**src/idp_pkg.sv**
```systemverilog
// Package for the image difference / PSNR meter: shared types and constants.
// No dependencies.
package idp_pkg;

    localparam logic [23:0] PEAK_SQ_Q8 = 24'd16646400;
    localparam logic [17:0] TEN_LOG10_2_Q16 = 18'd197283;
    localparam logic [14:0] PSNR_MAX = 15'd32767;

    // One sample pair after classification in the front part
    typedef struct packed {
        logic signed [8:0] diff;
        logic              counted;
        logic              last;
    } idp_item_t;

    // Result item
    typedef struct packed {
        logic                psnr_infinite;
        logic [14:0]         psnr_db;
        logic [23:0]         mean_square_error;
        logic signed [16:0]  mean_error;
        logic                stats_valid;
        logic [7:0]          diff_pixel;
    } idp_result_t;

endpackage

```
**src/image_difference_psnr_top.sv**
```systemverilog
// Top level of the image difference / PSNR meter.
// Depends on idp_pkg, idp_front, idp_queue, idp_back.
//
// channel   | dir | contents
// s_axis    | in  | tdata: pixel_a[7:0], pixel_b[15:8]; tlast: last_sample
// m_axis    | out | tdata: diff_pixel[7:0], mean_error[24:8],
//           |     |        mean_square_error[48:25], psnr_db[63:49]
//           |     | tuser: psnr_infinite; tlast: stats_valid
// cfg       | in  | cfg_data: pixel offset
//
// Ordinary samples pass at one per cycle while the output is accepted. On a
// last sample the back part runs the two serial divisions, 32 log2 squaring
// steps (16 when the MSE is zero, with no scaling), a scaling step and an
// output step before it takes the next sample. The front register and the
// two-entry queue absorb three samples meanwhile, then the input stalls; a held
// result stalls the back part. Reset puts the pixel offset at 128 and clears the sums.
module image_difference_psnr_top #(
    parameter int MAX_SAMPLES_LOG2 = 24
) (
    input  logic        clk,
    input  logic        rst_n,
    input  logic        s_axis_tvalid,
    output logic        s_axis_tready,
    input  logic [15:0] s_axis_tdata,   // pixel_a, pixel_b
    input  logic        s_axis_tlast,   // last_sample
    output logic        m_axis_tvalid,
    input  logic        m_axis_tready,
    output logic [63:0] m_axis_tdata,   // diff_pixel, mean_error, mean_square_error, psnr_db
    output logic        m_axis_tuser,   // psnr_infinite
    output logic        m_axis_tlast,   // stats_valid
    input  logic        cfg_valid,
    output logic        cfg_ready,
    input  logic [7:0]  cfg_data
);
    import idp_pkg::*;

    logic [7:0]  offset_reg;
    logic        f_valid, f_ready, b_valid, b_ready;
    idp_item_t   f_item, b_item;
    logic [7:0]  f_pixel, b_pixel;
    idp_result_t res;

    assign cfg_ready = 1'b1;

    always_ff @(posedge clk or negedge rst_n)
    begin
        if (!rst_n)
            offset_reg <= 8'd128;
        else if (cfg_valid && cfg_ready)
            offset_reg <= cfg_data;
    end

    idp_front #(.MAX_SAMPLES_LOG2(MAX_SAMPLES_LOG2)) u_front (
        .clk, .rst_n,
        .in_valid(s_axis_tvalid), .in_ready(s_axis_tready),
        .pixel_a(s_axis_tdata[7:0]), .pixel_b(s_axis_tdata[15:8]),
        .last_sample(s_axis_tlast), .pix_offset(offset_reg),
        .q_valid(f_valid), .q_ready(f_ready), .q_item(f_item), .q_pixel(f_pixel)
    );

    idp_queue u_queue (
        .clk, .rst_n,
        .in_valid(f_valid), .in_ready(f_ready), .in_item(f_item), .in_pixel(f_pixel),
        .out_valid(b_valid), .out_ready(b_ready), .out_item(b_item), .out_pixel(b_pixel)
    );

    idp_back #(.MAX_SAMPLES_LOG2(MAX_SAMPLES_LOG2)) u_back (
        .clk, .rst_n,
        .q_valid(b_valid), .q_ready(b_ready), .q_item(b_item), .q_pixel(b_pixel),
        .out_valid(m_axis_tvalid), .out_ready(m_axis_tready), .out_data(res)
    );

    assign m_axis_tdata = {res.psnr_db, res.mean_square_error,
                           res.mean_error, res.diff_pixel};
    assign m_axis_tuser = res.psnr_infinite;
    assign m_axis_tlast = res.stats_valid;
endmodule

```
**src/idp_front.sv**
```systemverilog
// Front part: accepts sample pairs, forms the difference pixel, tracks the
// sample count limit. Depends on idp_pkg.
module idp_front #(
    parameter int MAX_SAMPLES_LOG2 = 24
) (
    input  logic                clk,
    input  logic                rst_n,
    input  logic                in_valid,
    output logic                in_ready,
    input  logic [7:0]          pixel_a,
    input  logic [7:0]          pixel_b,
    input  logic                last_sample,
    input  logic [7:0]          pix_offset,
    output logic                q_valid,
    input  logic                q_ready,
    output idp_pkg::idp_item_t  q_item,
    output logic [7:0]          q_pixel
);
    import idp_pkg::*;

    localparam int CW = MAX_SAMPLES_LOG2 + 1;

    logic [CW-1:0]     count_reg, count_next;
    logic              full_reg;
    idp_item_t         item_reg;
    logic [7:0]        pixel_reg;
    logic signed [8:0] d;
    logic signed [10:0] px;
    logic              take;
    logic              cnt_ok;

    assign in_ready = !full_reg || q_ready;
    assign take     = in_valid && in_ready;
    assign d        = $signed({1'b0, pixel_a}) - $signed({1'b0, pixel_b});
    assign px       = 11'(d >>> 1) + $signed({3'b000, pix_offset});
    assign cnt_ok   = count_reg < (CW'(1) << MAX_SAMPLES_LOG2);

    always_comb
    begin
        count_next = count_reg;
        if (take)
        begin
            if (last_sample)
                count_next = '0;
            else if (cnt_ok)
                count_next = count_reg + CW'(1);
        end
    end

    always_ff @(posedge clk or negedge rst_n)
    begin
        if (!rst_n)
        begin
            count_reg <= '0;
            full_reg  <= 1'b0;
        end
        else
        begin
            count_reg <= count_next;
            if (take)
                full_reg <= 1'b1;
            else if (q_ready)
                full_reg <= 1'b0;
        end
    end

    always_ff @(posedge clk)
    begin
        if (take)
        begin
            item_reg.diff    <= d;
            item_reg.counted <= cnt_ok;
            item_reg.last    <= last_sample;
            if (px < 0)
                pixel_reg <= 8'd0;
            else if (px > 11'sd255)
                pixel_reg <= 8'd255;
            else
                pixel_reg <= px[7:0];
        end
    end

    assign q_valid = full_reg;
    assign q_item  = item_reg;
    assign q_pixel = pixel_reg;
endmodule

```
**src/idp_queue.sv**
```systemverilog
// Short queue between front and back parts (two entries).
// Depends on idp_pkg.
module idp_queue (
    input  logic                clk,
    input  logic                rst_n,
    input  logic                in_valid,
    output logic                in_ready,
    input  idp_pkg::idp_item_t  in_item,
    input  logic [7:0]          in_pixel,
    output logic                out_valid,
    input  logic                out_ready,
    output idp_pkg::idp_item_t  out_item,
    output logic [7:0]          out_pixel
);
    import idp_pkg::*;

    idp_item_t  item_mem [2];
    logic [7:0] pix_mem [2];
    logic       wp_reg, rp_reg;
    logic [1:0] cnt_reg;
    logic       push, pop;

    assign in_ready  = cnt_reg != 2'd2;
    assign out_valid = cnt_reg != 2'd0;
    assign push      = in_valid && in_ready;
    assign pop       = out_valid && out_ready;
    assign out_item  = item_mem[rp_reg];
    assign out_pixel = pix_mem[rp_reg];

    always_ff @(posedge clk or negedge rst_n)
    begin
        if (!rst_n)
        begin
            wp_reg  <= 1'b0;
            rp_reg  <= 1'b0;
            cnt_reg <= 2'd0;
        end
        else
        begin
            if (push)
                wp_reg <= !wp_reg;
            if (pop)
                rp_reg <= !rp_reg;
            cnt_reg <= cnt_reg + 2'(push) - 2'(pop);
        end
    end

    always_ff @(posedge clk)
    begin
        if (push)
        begin
            item_mem[wp_reg] <= in_item;
            pix_mem[wp_reg]  <= in_pixel;
        end
    end
endmodule

```
**src/idp_back.sv**
```systemverilog
// Back part: accumulates sums, and at frame end runs serial divisions and
// the iterative log2, then presents the result. Depends on idp_pkg.
module idp_back #(
    parameter int MAX_SAMPLES_LOG2 = 24
) (
    input  logic                 clk,
    input  logic                 rst_n,
    input  logic                 q_valid,
    output logic                 q_ready,
    input  idp_pkg::idp_item_t   q_item,
    input  logic [7:0]           q_pixel,
    output logic                 out_valid,
    input  logic                 out_ready,
    output idp_pkg::idp_result_t out_data
);
    import idp_pkg::*;

    localparam int CW = MAX_SAMPLES_LOG2 + 1;
    localparam int EW = MAX_SAMPLES_LOG2 + 10;
    localparam int SW = MAX_SAMPLES_LOG2 + 16;
    localparam int NW = SW + 8;         // numerator width of mse division
    localparam int QW = NW;             // quotient width

    typedef enum logic [2:0] {
        S_RUN, S_DIV_ME, S_DIV_MSE, S_LOG_P, S_LOG_M, S_SCALE, S_OUT
    } state_t;

    state_t                state_reg;
    logic signed [EW-1:0]  esum_reg;
    logic [SW-1:0]         ssum_reg;
    logic [CW-1:0]         cnt_reg;
    logic                  neg_reg;
    logic [NW-1:0]         num_reg;
    logic [CW:0]           rem_reg;
    logic [QW-1:0]         quo_reg;
    logic [5:0]            bit_reg;
    logic [16:0]           me_reg;
    logic [23:0]           mse_reg;
    logic                  big_reg;
    logic [31:0]           y_reg;
    logic [21:0]           lg_reg;
    logic [21:0]           lp_reg;
    logic [3:0]            it_reg;
    logic [39:0]           prod_reg;
    idp_result_t           res_reg;
    logic                  oval_reg, oval_next;

    logic signed [EW-1:0]  esum_a;
    logic [SW-1:0]         ssum_a;
    logic [CW-1:0]         cnt_a;
    logic [17:0]           dsq;
    logic [EW-1:0]         mag;
    logic [CW:0]           rem_sh;
    logic [CW:0]           rem_sub;
    logic                  ge;
    logic [QW-1:0]         quo_fin;
    logic [63:0]           ysq;
    logic [33:0]           ynew;
    logic                  sq_hit;
    logic [21:0]           lg_step;
    logic [4:0]            msb;
    logic [21:0]           dl;
    logic [14:0]           psnr_w;
    logic [15:0]           prod_hi;
    idp_result_t           run_res;
    idp_result_t           fin_res;
    logic                  take, oslot;

    assign oslot   = !oval_reg || out_ready;
    assign q_ready = (state_reg == S_RUN) && oslot;
    assign take    = q_valid && q_ready;
    assign dsq     = $signed(q_item.diff) * $signed(q_item.diff);

    always_comb
    begin
        esum_a = esum_reg;
        ssum_a = ssum_reg;
        cnt_a  = cnt_reg;
        if (q_item.counted)
        begin
            esum_a = esum_reg + EW'($signed(q_item.diff));
            ssum_a = ssum_reg + SW'(dsq);
            cnt_a  = cnt_reg + CW'(1);
        end
    end

    assign mag     = esum_a[EW-1] ? EW'(-esum_a) : EW'(esum_a);
    assign rem_sh  = {rem_reg[CW-1:0], num_reg[NW-1]};
    assign ge      = rem_sh >= {1'b0, cnt_reg};
    assign rem_sub = rem_sh - {1'b0, cnt_reg};
    assign quo_fin = {quo_reg[QW-2:0], ge};

    assign ysq     = 64'(y_reg) * 64'(y_reg);
    assign ynew    = ysq[63:30];
    assign sq_hit  = ynew[31] || ynew[32] || ynew[33];
    assign lg_step = sq_hit ? (lg_reg | (22'd1 << it_reg)) : lg_reg;

    always_comb
    begin
        msb = 5'd0;
        for (int i = 0; i < 24; i++)
            if (mse_reg[i])
                msb = 5'(i);
    end

    assign dl      = (lp_reg > lg_reg) ? lp_reg - lg_reg : 22'd0;
    assign prod_hi = prod_reg[39:24];
    assign psnr_w  = (prod_hi > 16'(PSNR_MAX)) ? PSNR_MAX : prod_hi[14:0];

    always_comb
    begin
        oval_next = oval_reg && !out_ready;
        if (take && !q_item.last)
            oval_next = 1'b1;
        if (state_reg == S_OUT && oslot)
            oval_next = 1'b1;
    end

    always_comb
    begin
        run_res            = '0;
        run_res.diff_pixel = q_pixel;
    end

    always_comb
    begin
        fin_res                   = res_reg;
        fin_res.stats_valid       = 1'b1;
        fin_res.mean_error        = $signed(me_reg);
        fin_res.mean_square_error = mse_reg;
        fin_res.psnr_infinite     = !big_reg;
        fin_res.psnr_db           = big_reg ? psnr_w : PSNR_MAX;
    end

    always_ff @(posedge clk or negedge rst_n)
    begin
        if (!rst_n)
        begin
            state_reg <= S_RUN;
            esum_reg  <= '0;
            ssum_reg  <= '0;
            cnt_reg   <= '0;
            neg_reg   <= 1'b0;
            num_reg   <= '0;
            rem_reg   <= '0;
            quo_reg   <= '0;
            bit_reg   <= '0;
            me_reg    <= '0;
            mse_reg   <= '0;
            big_reg   <= 1'b0;
            y_reg     <= '0;
            lg_reg    <= '0;
            lp_reg    <= '0;
            it_reg    <= '0;
            prod_reg  <= '0;
            res_reg   <= '0;
            oval_reg  <= 1'b0;
        end
        else
        begin
            oval_reg <= oval_next;
            case (state_reg)
                S_RUN:
                begin
                    if (take)
                    begin
                        res_reg <= run_res;
                        if (q_item.last)
                        begin
                            cnt_reg  <= cnt_a;
                            ssum_reg <= ssum_a;
                            esum_reg <= '0;
                            neg_reg  <= esum_a[EW-1];
                            // numerator mag*256 + n/2, aligned to the top
                            num_reg  <= NW'({mag, 8'd0} + EW'(cnt_a >> 1)) <<
                                        (NW - EW - 8);
                            rem_reg  <= '0;
                            quo_reg  <= '0;
                            bit_reg  <= 6'(EW + 8 - 1);
                            state_reg <= S_DIV_ME;
                        end
                        else
                        begin
                            esum_reg <= esum_a;
                            ssum_reg <= ssum_a;
                            cnt_reg  <= cnt_a;
                        end
                    end
                end
                S_DIV_ME, S_DIV_MSE:
                begin
                    if (bit_reg != 6'd0)
                    begin
                        num_reg <= num_reg << 1;
                        rem_reg <= ge ? rem_sub : rem_sh;
                        quo_reg <= quo_fin;
                        bit_reg <= bit_reg - 6'd1;
                    end
                    else if (state_reg == S_DIV_ME)
                    begin
                        me_reg   <= neg_reg ? 17'(-quo_fin) : 17'(quo_fin);
                        num_reg  <= NW'({ssum_reg, 8'd0}) + NW'(cnt_reg >> 1);
                        rem_reg  <= '0;
                        quo_reg  <= '0;
                        bit_reg  <= 6'(NW - 1);
                        state_reg <= S_DIV_MSE;
                    end
                    else
                    begin
                        mse_reg  <= 24'(quo_fin);
                        big_reg  <= 1'b0;
                        // log2 of the peak first
                        y_reg    <= 32'(PEAK_SQ_Q8) << 7;
                        lg_reg   <= 22'(23) << 16;
                        it_reg   <= 4'd15;
                        state_reg <= S_LOG_P;
                    end
                end
                S_LOG_P, S_LOG_M:
                begin
                    if (it_reg != 4'd0)
                    begin
                        y_reg  <= sq_hit ? ynew[32:1] : ynew[31:0];
                        lg_reg <= lg_step;
                        it_reg <= it_reg - 4'd1;
                    end
                    else if (state_reg == S_LOG_P)
                    begin
                        lp_reg <= lg_step;
                        y_reg  <= 32'(mse_reg) << (5'd30 - msb);
                        lg_reg <= 22'(msb) << 16;
                        it_reg <= 4'd15;
                        state_reg <= (mse_reg == 24'd0) ? S_OUT : S_LOG_M;
                    end
                    else
                    begin
                        lg_reg    <= lg_step;
                        state_reg <= S_SCALE;
                    end
                end
                S_SCALE:
                begin
                    prod_reg  <= 40'(dl) * 40'(TEN_LOG10_2_Q16) + (40'd1 << 23);
                    big_reg   <= 1'b1;
                    state_reg <= S_OUT;
                end
                S_OUT:
                begin
                    if (oslot)
                    begin
                        res_reg   <= fin_res;
                        cnt_reg   <= '0;
                        ssum_reg  <= '0;
                        state_reg <= S_RUN;
                    end
                end
                default: state_reg <= S_RUN;
            endcase
        end
    end

    assign out_valid = oval_reg;
    assign out_data  = res_reg;
endmodule
```
**config.mk**
```make
export PLATFORM = sky130hd
export DESIGN_NAME = image_difference_psnr_top
export DESIGN_NICKNAME = d
export VERILOG_FILES = /design/src/idp_pkg.sv /design/src/image_difference_psnr_top.sv /design/src/idp_front.sv /design/src/idp_queue.sv /design/src/idp_back.sv
export SDC_FILE = /design/constraint.sdc
export NUM_CORES = 2
export LEC_CHECK = 0
export BUFFER_PORTS_ARGS = -buffer_cell sky130_fd_sc_hd__buf_2
export CORE_AREA = 3 3 395 397
export CTS_CLUSTER_DIAMETER = 60
export DETAILED_ROUTE_END_ITERATION = 8
export DIE_AREA = 0 0 398 400
export GPL_ROUTABILITY_DRIVEN = 1
export SLEW_MARGIN = 20
export SYNTH_ARGS = -nofsm -noshare
export SYNTH_HDL_FRONTEND = slang
export SYNTH_HIERARCHICAL = 1
export SYNTH_SLANG_ARGS = --single-unit
```
**constraint.sdc**
```tcl
create_clock -name clk -period 14.6 [get_ports clk]
set_input_delay 0 -clock clk [delete_from_list [all_inputs] [get_ports clk]]
set_output_delay 0 -clock clk [all_outputs]
set_load 0.03 [all_outputs]
```
Word-level counts from Yosys, hierarchy flattened
Memory sizes are Yosys's and may differ from the RTL's.
Cells that the tools add are included.
- logic and storage cells: 232
- RAM bits: 38
- memories kept: 2
- output and inout bits: 69
- flip-flop bits (word level): 491
- order comparisons: 6
- shift-type cells: 2
- reductions and logical operators: 45
- equal/unequal tests: 16
- multipliers: 3
- add/subtract/negate cells: 18
- muxes and demuxes: 100
- bitwise logic cells: 5
- memories (memory ; depth ; bits a word ; read ports ; clocked after Yosys merged registers in ; write ports ; RTL line ; text):
    u_queue.item_mem ; 2 ; 11 ; 1 ; 0 ; 1 ; idp_queue.sv:17 ; idp_item_t item_mem [2];
    u_queue.pix_mem ; 2 ; 8 ; 1 ; 0 ; 1 ; idp_queue.sv:18 ; logic [7:0] pix_mem [2];
- operators by type and width (cell ; number):
    two-way mux 25 bit ; 10
    two-way mux 48 bit ; 4
    two-way mux 32 bit ; 5
    two-way mux 22 bit ; 6
    two-way mux 66 bit ; 2
    case mux 66 bit (2 select lines) ; 1
    two-way mux 40 bit ; 3
    two-way mux 5 bit ; 22
    two-way mux 34 bit ; 3
    case mux 25 bit (2 select lines) ; 2
    case mux 48 bit (2 select lines) ; 1
    two-way mux 23 bit ; 4
    case mux 40 bit (2 select lines) ; 1
    multiplier 32 x 32 -> 64 bit ; 1
    case mux 32 bit (2 select lines) ; 1
    adder 25 x 1 -> 25 bit (second input constant) ; 2
    adder 48 x 24 -> 48 bit ; 1
    case mux 23 bit (2 select lines) ; 1
    case mux 22 bit (2 select lines) ; 1
    adder 42 x 24 -> 42 bit ; 1
    adder 40 x 18 -> 40 bit ; 1
    adder 40 x 24 -> 40 bit (second input constant) ; 1
    multiplier 22 x 18 -> 40 bit (second input constant) ; 1
    adder 34 x 9 -> 34 bit ; 1
    other kinds (53) ; 119

Depth between registers and ports, before layout
- word-level depth: 28
- depth in mapped cells: 43
- gate-level depth less buffers: 42

Modules after synthesis
Netlist, hierarchy kept.
- by module, submodules not included (module ; cells each ; times used ; area an instance (um2) ; seq. area each (um2)):
    idp_back ; 7123 ; 1 ; 64047.7 ; 10209.8
    idp_front ; 266 ; 1 ; 2716.4 ; 1221.2
    idp_queue ; 81 ; 1 ; 1599.0 ; 1241.2
    image_difference_psnr_top ; 19 ; 1 ; 344.1 ; 201.4

Least setup slack after synthesis
No wires, ideal clock.
- kind: register -> register
- start point: register u_back.lp_reg[0]
- end point: register u_back.prod_reg[39]
- period minus slack after synthesis: 8813 ps
- data arrival time: 8677 ps
- required time: 14464 ps
- stages on the path, launching flop included: 44
- setup slack: 5787 ps
- library setup time: 136 ps
- cells stage by stage: dfrtp_1 > inv_1 > ha_1 > inv_1 > fa_1 > a21o_1 > a21oi_1 > o21ai_0 > a21oi_1 > o21bai_1 > a21oi_1 > o21bai_1 > a21oi_1 > o21ai_0 > a41oi_1 > a21oi_1 > o21a_1 > o21ai_0 > (+8 left out) > inv_1 > fa_1 > fa_1 > inv_1 > ha_1 > a21o_1 > a21oi_1 > a21oi_1 > a211oi_1 > o41ai_1 > a41o_1 > a211oi_1 > o31ai_1 > a21oi_1 > o21bai_1 > a21o_1 > xnor2_1 > o21ai_0
- word-level cells in the longest chain between the ends: 4
- elaborated cells on any way between the ends: 5
- classes of those cells: add/sub (2); mul (1); order compare (1); mux (1)
- ends and longest elaborated chain (element ; RTL line ; text):
    start: declaration ; idp_back.sv:42 ; logic [21:0] lp_reg;
    start signal: assignment ; idp_back.sv:229 ; lp_reg <= lg_step;
    subtractor 22 bit or > comparator 22 bit (tied branches) ; idp_back.sv:106 ; assign dl = (lp_reg > lg_reg) ? lp_reg - lg_reg : 22'd0;
    two-way mux 22 bit * ; idp_back.sv:106 ;
    multiplier 22 x 18 -> 40 bit * ; idp_back.sv:243 ; prod_reg <= 40'(dl) * 40'(TEN_LOG10_2_Q16) + (40'd1 << 23);
    adder 40 x 24 -> 40 bit * ; idp_back.sv:243 ;
    end signal: assignment ; idp_back.sv:243 ;
    end: declaration ; idp_back.sv:44 ; logic [39:0] prod_reg;
Every way passes the cells marked *; elsewhere a longest branch is shown, timed or not.
A chain may end at the register's enable or synchronous reset.

Final worst setup path
- start point: register u_back.y_reg[8]
- end point: register u_back.lp_reg[4]
- word-level cells in the longest chain between the ends: 4
- ends and longest elaborated chain (element ; RTL line ; text):
    start: declaration ; idp_back.sv:40 ; logic [31:0] y_reg;
    start signal: assignment ; idp_back.sv:213 ; y_reg <= 32'(PEAK_SQ_Q8) << 7;
    start signal: assignment ; idp_back.sv:223 ; y_reg <= sq_hit ? ynew[32:1] : ynew[31:0];
    start signal: assignment ; idp_back.sv:230 ; y_reg <= 32'(mse_reg) << (5'd30 - msb);
    multiplier 32 x 32 -> 64 bit * ; idp_back.sv:93 ; assign ysq = 64'(y_reg) * 64'(y_reg);
    logical OR 1 bit ; idp_back.sv:95 ; assign sq_hit = ynew[31] || ynew[32] || ynew[33];
    logical OR 1 bit * ; idp_back.sv:95 ;
    two-way mux 22 bit * ; idp_back.sv:96 ; assign lg_step = sq_hit ? (lg_reg | (22'd1 << it_reg)) : lg_reg;
Marked as above.

==> impl_metrics.xml <==
<?xml version="1.0" encoding="UTF-8"?>
<metrics>
  <group name="logic_synthesis">
    <metric name="synth.area.mux_share" unit="%">2.22</metric>
    <metric name="synth.distinct_cells" unit="">118</metric>
    <metric name="synthesis.area_per_instance" unit="um2">9.17</metric>
    <metric name="yosys-top-cells-count" unit="">sky130_fd_sc_hd__inv_1, sky130_fd_sc_hd__fa_1, sky130_fd_sc_hd__nand2_1</metric>
    <metric name="ys_async_sr_fraction" unit="%">88.7</metric>
    <metric name="dominantRegCellSynth" unit="">sky130_fd_sc_hd__dfrtp_1</metric>
    <metric name="synth_enable_flop_cells" unit="">57</metric>
    <metric name="post_synth_inst_count" unit="">7489</metric>
    <metric name="yosysTopAreaCell" unit="">sky130_fd_sc_hd__fa_1</metric>
    <metric name="synth_simple_gate_area_share" unit="%">13.0</metric>
    <metric name="postSynthRegisterBits" unit="">503</metric>
    <metric name="post_synth_xor_area_fraction" unit="%">4.22</metric>
    <metric name="yosys.area.top_type_share" unit="%">27.7</metric>
    <metric name="synth-compound-area-share" unit="%">12.4</metric>
    <metric name="synth-adder-area-share" unit="%">39.8</metric>
    <metric name="synth.top_cells.by_area" unit="">sky130_fd_sc_hd__fa_1, sky130_fd_sc_hd__dfrtp_1, sky130_fd_sc_hd__ha_1</metric>
    <metric name="dominant_combinational_cell_family_by_area_after_synthesis" unit="">adder cells</metric>
    <metric name="synth_most_common_cell" unit="">sky130_fd_sc_hd__inv_1</metric>
    <metric name="synth_seq_area_share" unit="%">18.7</metric>
    <metric name="mappedNetlistArea" unit="mm2">0.0687</metric>
    <metric name="synth.net_count" unit="">9134</metric>
    <metric name="yosys_warnings" unit="">6</metric>
  </group>
  <group name="timing">
    <metric name="maxClockFrequency" unit="MHz">91.5</metric>
    <metric name="setup_repair_after_global_routing_missed_its_margin" unit="">no</metric>
    <metric name="tightest_slew" unit="ns">1.24</metric>
    <metric name="slew_viol_final" unit="">0</metric>
    <metric name="timing.max_slew.rel_slack" unit="%">16.7</metric>
    <metric name="setup_viol" unit="">0</metric>
    <metric name="finalHoldViolCount" unit="">0</metric>
    <metric name="setup_slack_of_the_critical_path_after_layout" unit="ns">3.67</metric>
    <metric name="finalClockSkew" unit="ns">0.0390</metric>
    <metric name="fin_crit" unit="ns">10.93</metric>
    <metric name="fin_setup_tns" unit="ns">0</metric>
    <metric name="fin_crit_sh" unit="%">74.9</metric>
  </group>
  <group name="flow_run">
    <metric name="cap_viol_max_count" unit="">0</metric>
  </group>
  <group name="floorplan">
    <metric name="fp.dieArea" unit="mm2">0.159</metric>
    <metric name="fp.dieH" unit="um">400</metric>
    <metric name="initial_core_util" unit="%">45.1</metric>
    <metric name="rows" unit="">143</metric>
    <metric name="design.core.area" unit="mm2">0.152</metric>
    <metric name="die_w" unit="um">398</metric>
    <metric name="io_pins" unit="">99</metric>
  </group>
  <group name="placed_design">
    <metric name="placement.setup.worst_slack" unit="ns">3.85</metric>
    <metric name="detailed_place.area" unit="mm2">0.0712</metric>
    <metric name="detailedPlacementHpwl" unit="um">141000</metric>
    <metric name="gpl.final_weighted_congestion" unit="">0.891</metric>
    <metric name="numPortBuffers" unit="">97</metric>
  </group>
  <group name="critical_path">
    <metric name="criticalPathCategory" unit="">flip-flop to flip-flop</metric>
    <metric name="worstSetupEndpointType" unit="">flip-flop</metric>
    <metric name="arrival_time_of_data_at_the_critical_path_endpoint" unit="ns">11.50</metric>
    <metric name="critPathRequiredTime" unit="ns">15.16</metric>
    <metric name="critical_path_cell_count" unit="">31</metric>
    <metric name="critical_path.max_fanout" unit="">58</metric>
    <metric name="path_buf_inv" unit="">8</metric>
    <metric name="start_kind" unit="">flip-flop</metric>
    <metric name="timing.critical_path.slowest_cell_delay" unit="ns">0.70</metric>
    <metric name="reg2regPathDepth" unit="">31</metric>
    <metric name="crit_path_top_delay_cell" unit="">sky130_fd_sc_hd__o2111ai_1</metric>
    <metric name="timing.critical_path.max_delay_family" unit="">adder cells</metric>
  </group>
  <group name="finish">
    <metric name="fraction_of_final_layout_cells_with_drive_strength_greater_than_1" unit="%">5.82</metric>
    <metric name="area.growth.synth_to_final" unit="%">7.36</metric>
    <metric name="fin_nets" unit="">9099</metric>
    <metric name="nFillCells" unit="">14300</metric>
    <metric name="layout.cell_area.non_filler" unit="mm2">0.0738</metric>
    <metric name="largest_register_ff_count" unit="">66</metric>
  </group>
  <group name="routing">
    <metric name="routedWlPerCell" unit="um">18.9</metric>
    <metric name="vias" unit="">51500</metric>
    <metric name="first_pass_iters" unit="">5</metric>
    <metric name="remaining_drc_errors" unit="">0</metric>
    <metric name="via_per_inst" unit="">5.40</metric>
    <metric name="antenna_left" unit="">0</metric>
    <metric name="routed_wirelength" unit="um">180000</metric>
    <metric name="initial_detailed_routing_violation_count" unit="">3271</metric>
  </group>
  <group name="clocking">
    <metric name="cts-root-to-sink-buffers" unit="">3</metric>
    <metric name="clkSinkCount" unit="">503</metric>
    <metric name="cts_buffers" unit="">66</metric>
    <metric name="cts.reportedPaths.clkPinSlew" unit="ns">0.06</metric>
    <metric name="post-cts-setup-buffer-count" unit="">0</metric>
    <metric name="worstSkewPairLatency" unit="ns">0.64</metric>
    <metric name="clock_tree_from_tritoncts" unit="">done</metric>
    <metric name="cts-htree-levels" unit="">3</metric>
    <metric name="cell_at_the_root_of_the_clock_tree" unit="">sky130_fd_sc_hd__clkbuf_16</metric>
  </group>
  <group name="global_route">
    <metric name="grt_start_max_net_pins" unit="">112</metric>
    <metric name="globalRouteTotalUtil" unit="%">23.2</metric>
    <metric name="grt_antenna_before_repair" unit="">4</metric>
    <metric name="grt_first_pass_wirelength" unit="um">296000</metric>
    <metric name="grt_pass1_vias" unit="">53900</metric>
    <metric name="overflow" unit="">0</metric>
  </group>
  <group name="min_path">
    <metric name="hold_path.class" unit="">input pin to async pin</metric>
  </group>
  <group name="run_status">
    <metric name="outcome" unit="">complete, no violations</metric>
  </group>
</metrics>
==> per-stage QoR <==
step,utilization [%],cells,hold slack [ns]
after floorplan,-,7489,-0.296
after global placement,46.7,9378,0.118
after detailed placement,46.7,9378,0.128
after CTS,48.4,9535,0.00772
after global routing,48.4,9536,0.0847
final,48.4,9538,0.0157
==> worst reg2reg max path, delay by kind of cell, from the launching register on <==
family	cells	cell delay [ns]
DFF	1	0.32
adders and majority gates	9	4.05
AOI/OAI and AO/OA	9	2.93
and+or+nand+nor	5	1.43
buffers and inverters	8	2.12
==> cell usage in the layout, fill, tap and decap left out, drive strengths merged, types with 24 or more instances in the layout <==
cell         count
ha             664
mux2            57
clkinv          24
xor2           129
fa             951
or3             36
clkbuf          84
nor4            28
nand2          743
or2             25
a21o           103
and2           266
nand4           51
buf            178
a22o           103
dlygate4sd3     37
and3            46
nor2           351
nand2b          48
a31oi           29
o211ai          36
a211oi          42
o21ai          353
o21a            36
a21oi          324
o31ai           32
nor3            84
xnor2          201
dfrtp          445
nor2b           47
o21bai          29
mux2i           76
inv           1421
nand3           97
edfxtp          57
==> path summary, 6_finish.rpt <==
check                                   startpoint  slack, ns               endpoint
worst min register to register  u_front/q_pixel[3]       0.44  u_queue/pix_mem[1][3]
worst max-delay path               u_back/y_reg[8]       3.67       u_back/lp_reg[4]
worst min-delay path                         rst_n       0.02    u_back/out_data[21]
min in group clk                   s_axis_tdata[4]       0.07      u_front/q_item[7]
max in group asynchronous                    rst_n      11.57    u_back/esum_reg[21]
worst max register to register     u_back/y_reg[8]       3.67       u_back/lp_reg[4]
==> what timing repair did <==
item / 4_1_cts / 5_1_grt
hold buffers: 37 / 0
endpoints found under the hold margin: 152 / 0
gates resized for setup: 0 / 0
==> cell type report <==
type | instances | area, um2 | share of cell area, %
clock inverter | 36 | 382 | 0.517
inverter | 1418 | 5320 | 7.22
tap | 2030 | 2540 | 3.44
multi-input combinational | 5250 | 49300 | 66.9
sequential | 503 | 12900 | 17.5
clock buffer | 84 | 1830 | 2.48
timing repair buffer | 215 | 1480 | 2.01
antenna | 2 | 5.00 | 0.00678
==> metal layers <==
metal / GRT usage [%] / vias to the layer above / part of all wire [%]
met3: 2.68 / 176 / 5.4
met5: 0 / - / 0.0072
li1: - / 24200 / -
met4: 4.56 / 2 / 1.6
met2: 38.1 / 1325 / 47
met1: 33.3 / 25900 / 46
==> kinds of logic (layout without fill, tap and decap cells) <==
logic type | Yosys count | in the layout
other | 1 | 3
and+or+nand+nor | 1874 | 1874
AOI/OAI and AO/OA | 1293 | 1293
xor gates and xnor gates | 330 | 330
adders and majority gates | 1615 | 1615
muxes | 137 | 137
DFF | 503 | 503
buffers and inverters | 1736 | 1753
Power is not shown: default switching activity piles up to over one toggle a cycle in this logic, so the estimate is an artifact.
